==> src/hdl/tcse_pkg.sv <==
// Shared constants, types and helper functions for the terminal control sequence encoder.
`default_nettype none

package tcse_pkg;

  // Field widths of the command and byte channels.
  localparam int CMD_COORD_W    = 16;
  localparam int RGB_W          = 24;
  localparam int CHAN_W         = 8;
  localparam int BYTE_W         = 8;

  // Default coordinate width and structural constants.
  localparam int COORD_BITS_DEF = 16;
  localparam int LANES          = 3;
  localparam int COLOUR_DIGITS  = 3;
  localparam int QUEUE_DEPTH    = 2;
  localparam int SEQ_MAX        = 19;
  localparam int HDR_W          = 3;
  localparam logic [HDR_W-1:0] HDR_LAST = 3'd4;

  // Command opcodes.
  localparam logic OP_CURSOR = 1'b0;
  localparam logic OP_COLOUR = 1'b1;

  // ASCII characters used in the sequences.
  localparam logic [BYTE_W-1:0] CH_ESC    = 8'h1B;
  localparam logic [BYTE_W-1:0] CH_LBRACK = 8'h5B;
  localparam logic [BYTE_W-1:0] CH_SEMI   = 8'h3B;
  localparam logic [BYTE_W-1:0] CH_H      = 8'h48;
  localparam logic [BYTE_W-1:0] CH_M      = 8'h6D;
  localparam logic [BYTE_W-1:0] CH_ZERO   = 8'h30;
  localparam logic [BYTE_W-1:0] CH_TWO    = 8'h32;
  localparam logic [BYTE_W-1:0] CH_THREE  = 8'h33;
  localparam logic [BYTE_W-1:0] CH_FOUR   = 8'h34;
  localparam logic [BYTE_W-1:0] CH_EIGHT  = 8'h38;

  // Per-command control bits carried from the front end to the back end.
  typedef struct packed {
    logic opcode;
    logic foreground;
  } cmd_ctrl_t;

  // Front end: load, binary to BCD conversion, hand-off to the queue.
  typedef enum logic [1:0] {
    FS_IDLE,
    FS_CONV,
    FS_PUSH
  } front_state_t;

  // Back end: one state per kind of byte in the sequence.
  typedef enum logic [2:0] {
    BS_ESC,
    BS_BRACKET,
    BS_HDR,
    BS_DIGIT,
    BS_SEP,
    BS_END
  } back_state_t;

  // Double-dabble correction for one BCD digit.
  function automatic logic [3:0] bcd_adj(input logic [3:0] d);
    logic [3:0] r;
    r = (d >= 4'd5) ? (d + 4'd3) : d;
    return r;
  endfunction

endpackage

`default_nettype wire

==> src/hdl/tcse_cmd_if.sv <==
// Command channel interface: valid, ready and one command beat.
`default_nettype none

interface tcse_cmd_if;
  logic                            valid;
  logic                            ready;
  logic                            opcode;
  logic [tcse_pkg::CMD_COORD_W-1:0] row;
  logic [tcse_pkg::CMD_COORD_W-1:0] column;
  logic [tcse_pkg::RGB_W-1:0]       rgb;
  logic                            foreground;

  modport source (output valid, opcode, row, column, rgb, foreground, input ready);
  modport sink   (input valid, opcode, row, column, rgb, foreground, output ready);
endinterface

`default_nettype wire

==> src/hdl/tcse_byte_if.sv <==
// Byte channel interface: valid, ready, one sequence byte and its last flag.
`default_nettype none

interface tcse_byte_if;
  logic                        valid;
  logic                        ready;
  logic [tcse_pkg::BYTE_W-1:0] out_byte;
  logic                        last;

  modport source (output valid, out_byte, last, input ready);
  modport sink   (input valid, out_byte, last, output ready);
endinterface

`default_nettype wire

==> src/hdl/tcse_front.sv <==
// Front end: accepts commands and converts coordinates or colour channels to BCD digits.
`default_nettype none

module tcse_front #(
  parameter int COORD_BITS = tcse_pkg::COORD_BITS_DEF,
  parameter int CONV_W     = tcse_pkg::CMD_COORD_W,
  parameter int NDIG       = 5,
  parameter int CNT_W      = 3
) (
  input  logic                                clk,
  input  logic                                rst,
  tcse_cmd_if.sink                            cmd,
  output logic                                job_valid,
  input  logic                                job_ready,
  output tcse_pkg::cmd_ctrl_t                 job_ctrl,
  output logic [tcse_pkg::LANES*NDIG*4-1:0]   job_digits,
  output logic [CNT_W-1:0]                    job_cnt0,
  output logic [CNT_W-1:0]                    job_cnt1
);
  import tcse_pkg::*;

  localparam int CW     = (COORD_BITS < CMD_COORD_W) ? COORD_BITS : CMD_COORD_W;
  localparam int ITER_W = $clog2(CONV_W + 1);
  localparam int BCD_W  = NDIG * 4;

  front_state_t             state, state_next;
  logic [CONV_W-1:0]        bin [LANES];
  logic [BCD_W-1:0]         bcd [LANES];
  logic [BCD_W-1:0]         bcd_next [LANES];
  logic [ITER_W-1:0]        iter;
  cmd_ctrl_t                ctrl;
  logic                     accept;
  logic                     conv_done;
  logic [CNT_W-1:0]         sig_cnt [2];

  assign accept    = cmd.valid && cmd.ready;
  assign conv_done = (iter == ITER_W'(CONV_W - 1));

  // Next state.
  always_comb begin
    state_next = state;
    case (state)
      FS_IDLE: if (accept) state_next = FS_CONV;
      FS_CONV: if (conv_done) state_next = FS_PUSH;
      FS_PUSH: begin
        if (job_ready) state_next = accept ? FS_CONV : FS_IDLE;
      end
      default: state_next = FS_IDLE;
    endcase
  end

  // Handshake outputs; a new command is taken in the cycle the finished one leaves.
  always_comb begin
    cmd.ready = 1'b0;
    job_valid = 1'b0;
    case (state)
      FS_IDLE: cmd.ready = 1'b1;
      FS_PUSH: begin
        job_valid = 1'b1;
        cmd.ready = job_ready;
      end
      default: begin
        cmd.ready = 1'b0;
        job_valid = 1'b0;
      end
    endcase
  end

  always_ff @(posedge clk) begin
    if (rst) begin
      state <= FS_IDLE;
    end else begin
      state <= state_next;
    end
  end

  // One double-dabble step per lane: correct every digit, then shift in the next bit.
  always_comb begin
    logic [BCD_W-1:0] adj;
    for (int l = 0; l < LANES; l++) begin
      adj = '0;
      for (int d = 0; d < NDIG; d++) begin
        adj[d*4 +: 4] = bcd_adj(bcd[l][d*4 +: 4]);
      end
      bcd_next[l] = {adj[BCD_W-2:0], bin[l][CONV_W-1]};
    end
  end

  // Conversion datapath: load on accept, then one bit per cycle.
  always_ff @(posedge clk) begin
    if (accept) begin
      ctrl.opcode     <= cmd.opcode;
      ctrl.foreground <= cmd.foreground;
      iter            <= '0;
      for (int l = 0; l < LANES; l++) begin
        bcd[l] <= '0;
      end
      if (cmd.opcode == OP_COLOUR) begin
        bin[0] <= CONV_W'(cmd.rgb[3*CHAN_W-1:2*CHAN_W]);
        bin[1] <= CONV_W'(cmd.rgb[2*CHAN_W-1:CHAN_W]);
        bin[2] <= CONV_W'(cmd.rgb[CHAN_W-1:0]);
      end else begin
        bin[0] <= CONV_W'(cmd.row[CW-1:0]);
        bin[1] <= CONV_W'(cmd.column[CW-1:0]);
        bin[2] <= '0;
      end
    end else if (state == FS_CONV) begin
      iter <= iter + ITER_W'(1);
      for (int l = 0; l < LANES; l++) begin
        bcd[l] <= bcd_next[l];
        bin[l] <= {bin[l][CONV_W-2:0], 1'b0};
      end
    end
  end

  // Count of significant digits of each coordinate; zero gives no digits.
  always_comb begin
    for (int l = 0; l < 2; l++) begin
      sig_cnt[l] = '0;
      for (int d = 0; d < NDIG; d++) begin
        if (bcd[l][d*4 +: 4] != 4'd0) sig_cnt[l] = CNT_W'(d + 1);
      end
    end
  end

  assign job_ctrl   = ctrl;
  assign job_digits = {bcd[2], bcd[1], bcd[0]};
  assign job_cnt0   = (ctrl.opcode == OP_COLOUR) ? CNT_W'(COLOUR_DIGITS) : sig_cnt[0];
  assign job_cnt1   = (ctrl.opcode == OP_COLOUR) ? CNT_W'(COLOUR_DIGITS) : sig_cnt[1];

endmodule

`default_nettype wire

==> src/hdl/tcse_fifo.sv <==
// Short queue of converted commands between the front end and the back end.
`default_nettype none

module tcse_fifo #(
  parameter int WIDTH = 8,
  parameter int DEPTH = tcse_pkg::QUEUE_DEPTH
) (
  input  logic             clk,
  input  logic             rst,
  input  logic             in_valid,
  output logic             in_ready,
  input  logic [WIDTH-1:0] in_data,
  output logic             out_valid,
  input  logic             out_ready,
  output logic [WIDTH-1:0] out_data
);
  localparam int PTR_W = (DEPTH > 1) ? $clog2(DEPTH) : 1;
  localparam int CNT_W = $clog2(DEPTH + 1);

  logic [WIDTH-1:0] entries [DEPTH];
  logic [PTR_W-1:0] wr_ptr;
  logic [PTR_W-1:0] rd_ptr;
  logic [CNT_W-1:0] count;
  logic             push;
  logic             pop;

  assign in_ready  = (count != CNT_W'(DEPTH));
  assign out_valid = (count != '0);
  assign push      = in_valid && in_ready;
  assign pop       = out_valid && out_ready;
  assign out_data  = entries[rd_ptr];

  // Entry storage.
  always_ff @(posedge clk) begin
    if (push) entries[wr_ptr] <= in_data;
  end

  // Pointers and fill count.
  always_ff @(posedge clk) begin
    if (rst) begin
      wr_ptr <= '0;
      rd_ptr <= '0;
      count  <= '0;
    end else begin
      if (push) wr_ptr <= (wr_ptr == PTR_W'(DEPTH - 1)) ? '0 : wr_ptr + PTR_W'(1);
      if (pop)  rd_ptr <= (rd_ptr == PTR_W'(DEPTH - 1)) ? '0 : rd_ptr + PTR_W'(1);
      if (push && !pop) count <= count + CNT_W'(1);
      else if (pop && !push) count <= count - CNT_W'(1);
    end
  end

endmodule

`default_nettype wire

==> src/hdl/tcse_back.sv <==
// Back end: walks one converted command and emits its bytes through an output register.
`default_nettype none

module tcse_back #(
  parameter int NDIG  = 5,
  parameter int CNT_W = 3
) (
  input  logic                              clk,
  input  logic                              rst,
  input  logic                              job_valid,
  output logic                              job_ready,
  input  tcse_pkg::cmd_ctrl_t               job_ctrl,
  input  logic [tcse_pkg::LANES*NDIG*4-1:0] job_digits,
  input  logic [CNT_W-1:0]                  job_cnt0,
  input  logic [CNT_W-1:0]                  job_cnt1,
  tcse_byte_if.source                       seq
);
  import tcse_pkg::*;

  localparam int DIG_W = $clog2(NDIG);
  localparam int BCD_W = NDIG * 4;

  back_state_t       state, state_next;
  logic [HDR_W-1:0]  hdr, hdr_next;
  logic [1:0]        lane, lane_next;
  logic [DIG_W-1:0]  dig, dig_next;
  logic              adv;
  logic              colour;
  logic [1:0]        last_lane;
  logic [CNT_W-1:0]  lane_cnt [LANES];
  logic [CNT_W-1:0]  next_cnt;
  logic [BCD_W-1:0]  lane_bcd [LANES];
  logic [3:0]        digit;
  logic [BYTE_W-1:0] byte_cur;
  logic              last_cur;
  logic              ov;
  logic [BYTE_W-1:0] ob;
  logic              ol;

  assign colour    = (job_ctrl.opcode == OP_COLOUR);
  assign last_lane = colour ? 2'd2 : 2'd1;
  assign adv       = job_valid && (!ov || seq.ready);

  // Per-lane digit counts and digit fields of the current command.
  always_comb begin
    lane_cnt[0] = job_cnt0;
    lane_cnt[1] = job_cnt1;
    lane_cnt[2] = CNT_W'(COLOUR_DIGITS);
    for (int l = 0; l < LANES; l++) begin
      lane_bcd[l] = job_digits[l*BCD_W +: BCD_W];
    end
  end

  assign next_cnt = lane_cnt[lane + 2'd1];
  assign digit    = lane_bcd[lane][dig*4 +: 4];

  // Next state and position counters.
  always_comb begin
    state_next = state;
    hdr_next   = hdr;
    lane_next  = lane;
    dig_next   = dig;
    if (adv) begin
      case (state)
        BS_ESC: state_next = BS_BRACKET;
        BS_BRACKET: begin
          lane_next = 2'd0;
          hdr_next  = '0;
          if (colour) begin
            state_next = BS_HDR;
          end else if (job_cnt0 == '0) begin
            state_next = BS_SEP;
          end else begin
            state_next = BS_DIGIT;
            dig_next   = DIG_W'(job_cnt0 - CNT_W'(1));
          end
        end
        BS_HDR: begin
          if (hdr == HDR_LAST) begin
            state_next = BS_DIGIT;
            dig_next   = DIG_W'(COLOUR_DIGITS - 1);
          end else begin
            hdr_next = hdr + HDR_W'(1);
          end
        end
        BS_DIGIT: begin
          if (dig == '0) begin
            state_next = (lane == last_lane) ? BS_END : BS_SEP;
          end else begin
            dig_next = dig - DIG_W'(1);
          end
        end
        BS_SEP: begin
          lane_next = lane + 2'd1;
          if (next_cnt == '0) begin
            state_next = BS_END;
          end else begin
            state_next = BS_DIGIT;
            dig_next   = DIG_W'(next_cnt - CNT_W'(1));
          end
        end
        BS_END: state_next = BS_ESC;
        default: state_next = BS_ESC;
      endcase
    end
  end

  // Byte for the current position.
  always_comb begin
    byte_cur  = CH_SEMI;
    last_cur  = 1'b0;
    job_ready = 1'b0;
    case (state)
      BS_ESC:     byte_cur = CH_ESC;
      BS_BRACKET: byte_cur = CH_LBRACK;
      BS_HDR: begin
        case (hdr)
          3'd0:    byte_cur = job_ctrl.foreground ? CH_THREE : CH_FOUR;
          3'd1:    byte_cur = CH_EIGHT;
          3'd3:    byte_cur = CH_TWO;
          default: byte_cur = CH_SEMI;
        endcase
      end
      BS_DIGIT:   byte_cur = CH_ZERO | {4'd0, digit};
      BS_SEP:     byte_cur = CH_SEMI;
      BS_END: begin
        byte_cur  = colour ? CH_M : CH_H;
        last_cur  = 1'b1;
        job_ready = adv;
      end
      default:    byte_cur = CH_SEMI;
    endcase
  end

  always_ff @(posedge clk) begin
    if (rst) begin
      state <= BS_ESC;
      hdr   <= '0;
      lane  <= '0;
      dig   <= '0;
    end else begin
      state <= state_next;
      hdr   <= hdr_next;
      lane  <= lane_next;
      dig   <= dig_next;
    end
  end

  // Output register: refilled whenever a command is queued and the register is empty or its beat is taken.
  always_ff @(posedge clk) begin
    if (rst) begin
      ov <= 1'b0;
    end else if (adv) begin
      ov <= 1'b1;
    end else if (seq.ready) begin
      ov <= 1'b0;
    end
  end

  always_ff @(posedge clk) begin
    if (adv) begin
      ob <= byte_cur;
      ol <= last_cur;
    end
  end

  assign seq.valid    = ov;
  assign seq.out_byte = ob;
  assign seq.last     = ol;

endmodule

`default_nettype wire

==> src/hdl/terminal_control_sequence_encoder_top.sv <==
// Top level of the terminal control sequence encoder.
//
// Channels: cmd takes one command per beat (cursor move or 24-bit colour);
// seq gives the ASCII bytes of the matching control sequence, one byte per
// beat, with last set on the final byte. A cursor move gives 4 to 14 bytes,
// a colour command always 19.
// The first byte of a sequence is offered on seq once its command has passed
// the bit-serial BCD conversion in the front end, the queue and the output
// register of the back end; most of the delay is the conversion.
// The front end takes a new command only once the current one is converted
// and handed on, while the back end emits one byte per cycle whenever a
// command is queued and the receiver is ready, so a stream of colour commands
// is limited by byte emission and one of short cursor moves by the conversion.
// A two-entry queue between the two halves lets conversion of the next
// command overlap emission of the current one.
// Reset empties the queue and the output register and returns both halves to
// their start state. When the receiver stalls, the output byte holds, the
// queue fills and then cmd.ready drops.
`default_nettype none

module terminal_control_sequence_encoder_top #(
  parameter int COORD_BITS = tcse_pkg::COORD_BITS_DEF
) (
  input  logic        clk,
  input  logic        rst,
  tcse_cmd_if.sink    cmd,
  tcse_byte_if.source seq
);
  import tcse_pkg::*;

  localparam int CW     = (COORD_BITS < CMD_COORD_W) ? COORD_BITS : CMD_COORD_W;
  localparam int CONV_W = (CW < CHAN_W) ? CHAN_W : CW;
  localparam int NDIG   = (CONV_W * 30103) / 100000 + 1;
  localparam int CNT_W  = $clog2(NDIG + 1);
  localparam int DIGS_W = LANES * NDIG * 4;
  localparam int JOB_W  = $bits(cmd_ctrl_t) + DIGS_W + 2 * CNT_W;

  logic                  fr_valid;
  logic                  fr_ready;
  cmd_ctrl_t             fr_ctrl;
  logic [DIGS_W-1:0]     fr_digits;
  logic [CNT_W-1:0]      fr_cnt0;
  logic [CNT_W-1:0]      fr_cnt1;
  logic [JOB_W-1:0]      q_in;
  logic [JOB_W-1:0]      q_out;
  logic                  bk_valid;
  logic                  bk_ready;
  cmd_ctrl_t             bk_ctrl;
  logic [DIGS_W-1:0]     bk_digits;
  logic [CNT_W-1:0]      bk_cnt0;
  logic [CNT_W-1:0]      bk_cnt1;

  // Command intake and decimal conversion.
  tcse_front #(
    .COORD_BITS (COORD_BITS),
    .CONV_W     (CONV_W),
    .NDIG       (NDIG),
    .CNT_W      (CNT_W)
  ) u_front (
    .clk        (clk),
    .rst        (rst),
    .cmd        (cmd),
    .job_valid  (fr_valid),
    .job_ready  (fr_ready),
    .job_ctrl   (fr_ctrl),
    .job_digits (fr_digits),
    .job_cnt0   (fr_cnt0),
    .job_cnt1   (fr_cnt1)
  );

  assign q_in = {fr_ctrl, fr_digits, fr_cnt1, fr_cnt0};

  // Queue of converted commands.
  tcse_fifo #(
    .WIDTH (JOB_W),
    .DEPTH (QUEUE_DEPTH)
  ) u_fifo (
    .clk       (clk),
    .rst       (rst),
    .in_valid  (fr_valid),
    .in_ready  (fr_ready),
    .in_data   (q_in),
    .out_valid (bk_valid),
    .out_ready (bk_ready),
    .out_data  (q_out)
  );

  assign {bk_ctrl, bk_digits, bk_cnt1, bk_cnt0} = q_out;

  // Byte emission.
  tcse_back #(
    .NDIG  (NDIG),
    .CNT_W (CNT_W)
  ) u_back (
    .clk        (clk),
    .rst        (rst),
    .job_valid  (bk_valid),
    .job_ready  (bk_ready),
    .job_ctrl   (bk_ctrl),
    .job_digits (bk_digits),
    .job_cnt0   (bk_cnt0),
    .job_cnt1   (bk_cnt1),
    .seq        (seq)
  );

endmodule

`default_nettype wire

==> src/flat_wrapper.sv <==
// flat-port wrapper written by rule: the top's interface ports become plain ports
module terminal_control_sequence_encoder_top_flat import tcse_pkg::*;
#(
  parameter int COORD_BITS = tcse_pkg::COORD_BITS_DEF
)
  (clk, rst, cmd_valid, cmd_opcode, cmd_row, cmd_column, cmd_rgb, cmd_foreground, cmd_ready, seq_valid, seq_out_byte, seq_last, seq_ready);
  tcse_cmd_if cmd_i ();
  tcse_byte_if seq_i ();
  input  logic clk;
  input  logic rst;
  input wire logic [$bits(cmd_i.valid)-1:0] cmd_valid;
  input wire logic [$bits(cmd_i.opcode)-1:0] cmd_opcode;
  input wire logic [$bits(cmd_i.row)-1:0] cmd_row;
  input wire logic [$bits(cmd_i.column)-1:0] cmd_column;
  input wire logic [$bits(cmd_i.rgb)-1:0] cmd_rgb;
  input wire logic [$bits(cmd_i.foreground)-1:0] cmd_foreground;
  output wire logic [$bits(cmd_i.ready)-1:0] cmd_ready;
  output wire logic [$bits(seq_i.valid)-1:0] seq_valid;
  output wire logic [$bits(seq_i.out_byte)-1:0] seq_out_byte;
  output wire logic [$bits(seq_i.last)-1:0] seq_last;
  input wire logic [$bits(seq_i.ready)-1:0] seq_ready;
  assign cmd_i.valid = cmd_valid;
  assign cmd_i.opcode = cmd_opcode;
  assign cmd_i.row = cmd_row;
  assign cmd_i.column = cmd_column;
  assign cmd_i.rgb = cmd_rgb;
  assign cmd_i.foreground = cmd_foreground;
  assign cmd_ready = cmd_i.ready;
  assign seq_valid = seq_i.valid;
  assign seq_out_byte = seq_i.out_byte;
  assign seq_last = seq_i.last;
  assign seq_i.ready = seq_ready;
  terminal_control_sequence_encoder_top #(.COORD_BITS(COORD_BITS)) u_core (.clk(clk), .rst(rst), .cmd(cmd_i), .seq(seq_i));
endmodule
==> config.mk <==
export PLATFORM = sky130hd
export DESIGN_NAME = terminal_control_sequence_encoder_top_flat
export DESIGN_NICKNAME = d
export VERILOG_FILES = /design/src/hdl/tcse_pkg.sv /design/src/hdl/tcse_cmd_if.sv /design/src/hdl/tcse_byte_if.sv /design/src/hdl/tcse_front.sv /design/src/hdl/tcse_fifo.sv /design/src/hdl/tcse_back.sv /design/src/hdl/terminal_control_sequence_encoder_top.sv /design/src/flat_wrapper.sv
export SDC_FILE = /design/constraint.sdc
export NUM_CORES = 1
export LEC_CHECK = 0
export ABC_AREA = 1
export BUFFER_PORTS_ARGS = -buffer_cell sky130_fd_sc_hd__buf_2
export CAP_MARGIN = 20
export CORE_UTILIZATION = 43
export DETAILED_ROUTE_END_ITERATION = 16
export PLACE_DENSITY_LB_ADDON = 0.12
export SLEW_MARGIN = 20
export SYNTH_ARGS = -nofsm -noshare
export SYNTH_HDL_FRONTEND = slang
export SYNTH_SLANG_ARGS = --single-unit
==> constraint.sdc <==
create_clock -name clk -period 4.7 [get_ports clk]
set_input_delay 0 -clock clk [delete_from_list [all_inputs] [get_ports clk]]
set_output_delay 0 -clock clk [all_outputs]
set_load 0.03 [all_outputs]
==> results of run 1 <==
report_power, final:
group	switching (mW)	internal (mW)	leakage (nW)	total (mW)
clock network	1.00	1.62	0.545	2.62
registers	0.107	2.89	2.62	3.00
logic	0.307	0.186	3.31	0.493
area by class of cell:
type,instances,area share [%]
clock inverter,23,1.957
inverter,206,4.977
tap,390,3.141
multi-input combinational,804,25.80
sequential,278,52.19
clock buffer,35,5.218
timing repair buffer,142,6.716
routing by layer:
layer	track usage [%]	vias up	share of wire, %
li1	-	4721	-
met1	24.94	4380	46
met2	32.84	184	48
met3	2.778	39	4.1
met4	4.131	0	1.8
met5	0	-	0
worst paths after layout:
path	from	to	slack (ns)	cells after the start
setup / recovery	u_core.u_back.lane[0]	u_core.u_back.dig[2]	1.67	12
hold / removal	cmd_foreground	u_core.u_front.job_ctrl[0]	0.17	2
setup reg to reg	u_core.u_back.lane[0]	u_core.u_back.dig[2]	1.67	12
hold reg to reg	u_core.u_fifo.rd_ptr	flop	0.45	1
state kept, by name (all words and copies together), names as in the netlist, 3 cells and up, named ones only:
signal,count
u_core.u_fifo.entries,136
u_core.u_front.bcd,60
u_core.u_front.bin,48
u_core.u_back.seq.out_byte,7
u_core.u_front.iter,5
u_core.u_back.dig,3
u_core.u_back.hdr,3
u_core.u_back.state,3
cells in the final DEF (no fill, tap or decap), types with 2 or more instances in the layout:
| cell type | n |
|---|---|
| a211oi_1 | 10 |
| a21boi_0 | 2 |
| a21oi_1 | 76 |
| buf_2 | 71 |
| buf_4 | 9 |
| bufinv_16 | 7 |
| clkbuf_1 | 2 |
| clkbuf_16 | 31 |
| clkbuf_8 | 2 |
| clkinv_1 | 4 |
| clkinv_2 | 8 |
| clkinvlp_4 | 3 |
| dfxtp_1 | 23 |
| dlygate4sd3_1 | 62 |
| edfxtp_1 | 254 |
| ha_1 | 40 |
| inv_1 | 204 |
| nand2_1 | 269 |
| nand2_2 | 2 |
| nand2_4 | 2 |
| nand3_1 | 47 |
| nand4_1 | 2 |
| nor2_1 | 125 |
| nor2_4 | 4 |
| nor3_1 | 24 |
| o211a_1 | 3 |
| o211ai_1 | 3 |
| o21ai_0 | 145 |
| o21ai_1 | 16 |
| o22ai_1 | 11 |
| or2_2 | 2 |
| xor2_1 | 9 |
logic make-up after synthesis:
logic type                 Yosys count  share of synthesized area (%)
AOI/OAI and AO/OA                  275                          11.25
xor gates and xnor gates             9                         0.6024
adders and majority gates           40                          3.825
buffers and inverters              253                          7.630
DFF                                278                          61.96
other                                1                        0.02866
and+or+nand+nor                    479                          14.71
cells in the mapped netlist, types with 9 or more instances:
library cell | instances | area [µm²]
inv_1 | 204 | 765.7
edfxtp_1 | 254 | 7627
dfxtp_1 | 24 | 480.5
a21oi_1 | 76 | 380.4
buf_2 | 15 | 75.07
clkbuf_1 | 25 | 93.84
ha_1 | 40 | 500.5
nor2_1 | 127 | 476.7
o22ai_1 | 11 | 68.82
o21ai_1 | 16 | 80.08
nand3_1 | 47 | 235.2
o21ai_0 | 145 | 725.7
a211oi_1 | 10 | 75.07
nor3_1 | 24 | 120.1
xor2_1 | 9 | 78.83
nand2_1 | 271 | 1017
critical path: cells and delay by family (launching register included):
kind            cells  cell delay, ns
compound gates      1            0.20
simple gates        8            0.75
flops               1            1.00
fa+ha+maj           1            0.19
buf+inv             2            0.75
what timing repair did:
action,CTS,global route
endpoints found under the hold margin,60,0
hold buffers,62,0
setup endpoints to repair,0,0
==> results.toml, run 1 <==
[power]
pwr_density_cell_mw_per_mm2 = 393.4
total_power_mw = 6.113
cellLeakagePower_nw = 6.476
vdd_drop_max_mv = 0.3133

[route]
drt-vias-per-instance = 4.965
drt_wl_total_um = 28700
vias = 9324
drc = 0
drt_iter0_drc = 605
antenna_left = 0
wl_per_cell_um = 15.28
firstDrtPassIters = 6

[floorplanning]
initial_core_util_pct = 43.92
coreArea_mm2 = 0.02980
ioPinCount = 73
dieHeight_um = 176.4
die_x_um = 176.4
rows = 63
die_area_mm2 = 0.03113

[finish]
syn_to_final_growth_pct = 18.74
multiInputGateArea_mm2 = 0.004009
final_area_mm2 = 0.01554
antennaDiodeCount = 0
seq_area_mm2 = 0.008109
utilization_pct = 52.15
fin_nets = 1565
fillCellCount = 2662
drive_gt1_share_pct = 9.946
finalNonFillerCells = 1878

[synth]
ys_ff_latch = 278
synth_edf_count = 254
async_flop_share_pct = 0
synth.distinct_cells = 43
yosysWarnings = 0
syn_nets = 1437
synth_area_mm2 = 0.01309
synthFlopType = "edfxtp_1"
syn_area_per_cell_um2 = 9.802
syn-instance-count = 1335
synth-seq-area-share_pct = 61.96

[worst_setup_path]
slowest_delay_ns = 1.00
cp_max_fo = 26
worstSetupEndpointType = "flop"
cp_slowest_cell = "dfxtp_1"
worstSetupPathType = "reg -> reg"
cp-start-kind = "flop"
path_cells = "inv_1, nand3_1, nand2_1, a21oi_1, nor2_1, ha_1, inv_1, nand3_1, nand3_1, nor2_1, nor2_1, nor2_1"
cp.required_ns = 5.14
crit_arrival_ns = 3.47
cp_common_cell = "nor2_1"

[clock_tree]
cts_resized = 0
cts_buffer_depth = 3
post_cts_buffers = 0
clkLatencyLatePin_ns = 0.56
clkTransAtPathRegs_ns = 0.06
numCtsBuffers = 31
cts-root-buf = "clkbuf_16"
clock-sinks = 278
h-tree-depth = 1
cts_tree = "built"

[run_status]
status = "finished clean"

[timing]
fin_ws_ns = 1.668
tightest_slew_ns = 1.030
max_freq_mhz = 329.8
fin_crit_sh_pct = 64.50
relSlewSlack_pct = 31.27
fin_skew_ns = 0.01040
rsz0062_at_grt = "no"
setup_tns_ns = 0
final-hold-violation-count = 0
setup_violations = 0
layout_min_cycle_time_ns = 3.032
drv_slew = 0
hold_slack_ns = 0.1665

[placement]
post_dp_cell_area_mm2 = 0.01380
portBuffers = 71
dp_slack_ns = 1.729
dp_cells = 1758
hpwl_um = 18290
place_congestion = 0.8624

[global_routing]
grt_usage_pct = 18.89
grt_antenna_before_repair = 0
grt_pass1_wl_um = 46210
first_global_vias = 8981
grt_remaining_overflow = 0
grt_max_degree = 81

[hold_path]
hold_class = "in -> reg"

[job]
maxCapViolCount = 0
No activity file was read; power rests on OpenSTA's default activity.
==> inputs of run 2 (changes only) <==
ABC_AREA = 0   (was 1)
clock period = 2.91 ns   (was 4.7 ns; I/O delays follow)
==> results.toml, run 2 <==
[synth]
synthFlopType = "edfxtp_1"
synth.largest_area_cell = "edfxtp_1"
synth_area_mm2 = 0.01290
synth.distinct_cells = 68
syn_area_per_cell_um2 = 12.83
synth.most_common_cell = "edfxtp_1"
ys_ff_latch = 278
synth_top_area_share_pct = 59.14
synth-seq-area-share_pct = 62.86
syn_nets = 1107
yosys-top-cells-area = "edfxtp_1, ha_1, dfxtp_1"
synth_edf_count = 254
syn-instance-count = 1005
async_flop_share_pct = 0
yosysWarnings = 0
synthTopCellsByCount = "edfxtp_1, nor2_1, nand2_1"

[finish]
fillCellCount = 2513
largest-register = "u_core.u_fifo.entries"
fin_nets = 1253
utilization_pct = 52.14
antennaDiodeCount = 0
syn_to_final_growth_pct = 19.51
largest_reg_flops = 136
drive_gt1_share_pct = 16.26
mostFrequentLayoutCells = "edfxtp_1, nor2_1, nand2_1, buf_2, a21oi_1"
final_common_cell = "edfxtp_1"
finalNonFillerCells = 1565
largestRegisters = "u_core.u_fifo.entries: 136 flops, u_core.u_front.bcd: 60 flops, u_core.u_front.bin: 48 flops"
final_area_mm2 = 0.01541

[clock_tree]
clock-sinks = 278
numCtsBuffers = 30
cts-root-buf = "clkbuf_16"
clkLatencyLatePin_ns = 0.55
h-tree-depth = 1
cts_tree = "built"
clkTransAtPathRegs_ns = 0.06
cts_buffer_depth = 3
cts_resized = 0

[floorplanning]
dieHeight_um = 175.2
die_x_um = 175.2
rows = 63
ioPinCount = 73
initial_core_util_pct = 43.63
die_area_mm2 = 0.03069
coreArea_mm2 = 0.02956

[hold_path]
hold_path_startpoint = "cmd_foreground"
hold_class = "in -> reg"

[placement]
dp_cells = 1447
post_dp_cell_area_mm2 = 0.01385
hpwl_um = 18470
portBuffers = 71
dp_slack_ns = 0.6178
place_congestion = 0.8958

[worst_setup_path]
critPathBufInv = 2
slowest_delay_ns = 0.57
cp-start-kind = "flop"
worstSetupEndpointType = "flop"
crit_arrival_ns = 2.94
crit_family = "buffers and inverters"
path_cells = "nor2b_2, a211oi_4, nor2b_4, buf_4, mux2i_1, dlygate4sd3_1, o21ai_0"
cp.required_ns = 3.19
cp_max_fo = 40
startpoint = "u_core.u_fifo.count[0]"
cp_slowest_cell = "dlygate4sd3_1"
r2r_start = "u_core.u_fifo.count[0]"
worstSetupPathType = "reg -> reg"

[timing]
relSlewSlack_pct = 49.49
tightest_slew_ns = 0.7560
hold_slack_ns = 0.1714
layout_min_cycle_time_ns = 2.664
max_freq_mhz = 375.4
fin_crit_sh_pct = 91.54
setup_violations = 0
final-hold-violation-count = 0
drv_slew = 0
rsz0062_at_grt = "no"
setup_tns_ns = 0
fin_skew_ns = 0.02183
fin_ws_ns = 0.2462

[route]
firstDrtPassIters = 4
drt-vias-per-instance = 5.178
drt_wl_total_um = 27120
drc = 0
antenna_left = 0
vias = 8104
wl_per_cell_um = 17.33
drt_iter0_drc = 726

[job]
maxCapViolCount = 0

[global_routing]
grtUsageMet1_pct = 25.98
top_usage_layer = "met2"
grt_pass1_wl_um = 43650
grt_use_met3_pct = 2.654
grt_max_degree = 51
grt_antenna_before_repair = 0
grt_use_met2_pct = 28.87
first_global_vias = 7938
grt_usage_pct = 18.10
grt_remaining_overflow = 0

[power]
vdd_drop_max_mv = 0.4515
cellLeakagePower_nw = 5.501
total_power_mw = 9.342
pwr_density_cell_mw_per_mm2 = 606.1

[run_status]
status = "finished clean"
## run 2: cell types whose count changed in the layout (fill, tap and decap cells not counted), sizes merged, moves of 12 or more
cell    previous run  this run
buf               80       100
nor2b              0        12
mux2i              0        46
and2               0        13
a22o               0        17
nor2             129       101
mux4               0        20
nand2b             0        21
o21ai            162        54
xnor2              0        17
nand3             47         4
inv              207        42
nand2            273        98
## run 2: area by class of cell
class	count	area (µm²)	area share, %
clock buffer	32	758.2	4.919
clock inverter	24	181.4	1.177
multi-input combinational	637	4413	28.63
sequential	278	8109	52.61
timing repair buffer	162	1306	8.475
tap	390	488.0	3.166
inverter	42	157.7	1.023
## run 2: kinds of logic after synthesis
kind of cell / after synthesis / synth area share, %
xor+xnor: 34 / 2.309
compound gates: 188 / 9.051
fa+ha+maj: 40 / 3.880
simple gates: 301 / 10.90
flops: 278 / 62.86
buf+inv: 90 / 3.163
mux: 73 / 7.800
other cells: 1 / 0.02908
## run 2: metal layers
metal	vias to the layer above	wire [µm]	part of all wire, %
li1	3984	-	-
met1	3902	12780	47
met3	38	1251	4.6
met2	180	12580	46
met5	-	0	0
met4	0	515	1.9
## run 2: what timing repair did
item                                    in CTS  in global routing
setup buffers                                0                  0
hold buffers                                62                  0
endpoints found under the hold margin       60                  0
endpoints found under the setup margin       0                  0
## run 2: worst register-to-register path, cell delays in order (launching register included)
cell           delay [ns]
dfxtp_1              0.44
nor2b_2              0.13
a211oi_4             0.30
nor2b_4              0.18
buf_4                0.42
mux2i_1              0.28
dlygate4sd3_1        0.57
o21ai_0              0.06
## run 2: worst paths after layout
kind | endpoint | slack (ns) | depth (start not counted)
max | u_core.u_front.bin[0][23] | 0.25 | 7
min | u_core.u_front.job_ctrl[0] | 0.17 | 2
max reg2reg | u_core.u_front.bin[0][23] | 0.25 | 7
min reg2reg | u_core.u_fifo.entries[0][66] | 0.47 | 0
## run 2: power by group
| group | leakage [nW] | switching (mW) | total [mW] | internal (mW) |
|---|---|---|---|---|
| clock network | 0.457 | 1.54 | 3.60 | 2.06 |
| logic | 2.41 | 0.485 | 0.881 | 0.396 |
| registers | 2.63 | 0.200 | 4.86 | 4.66 |
| total | 5.50 | 2.23 | 9.34 | 7.12 |
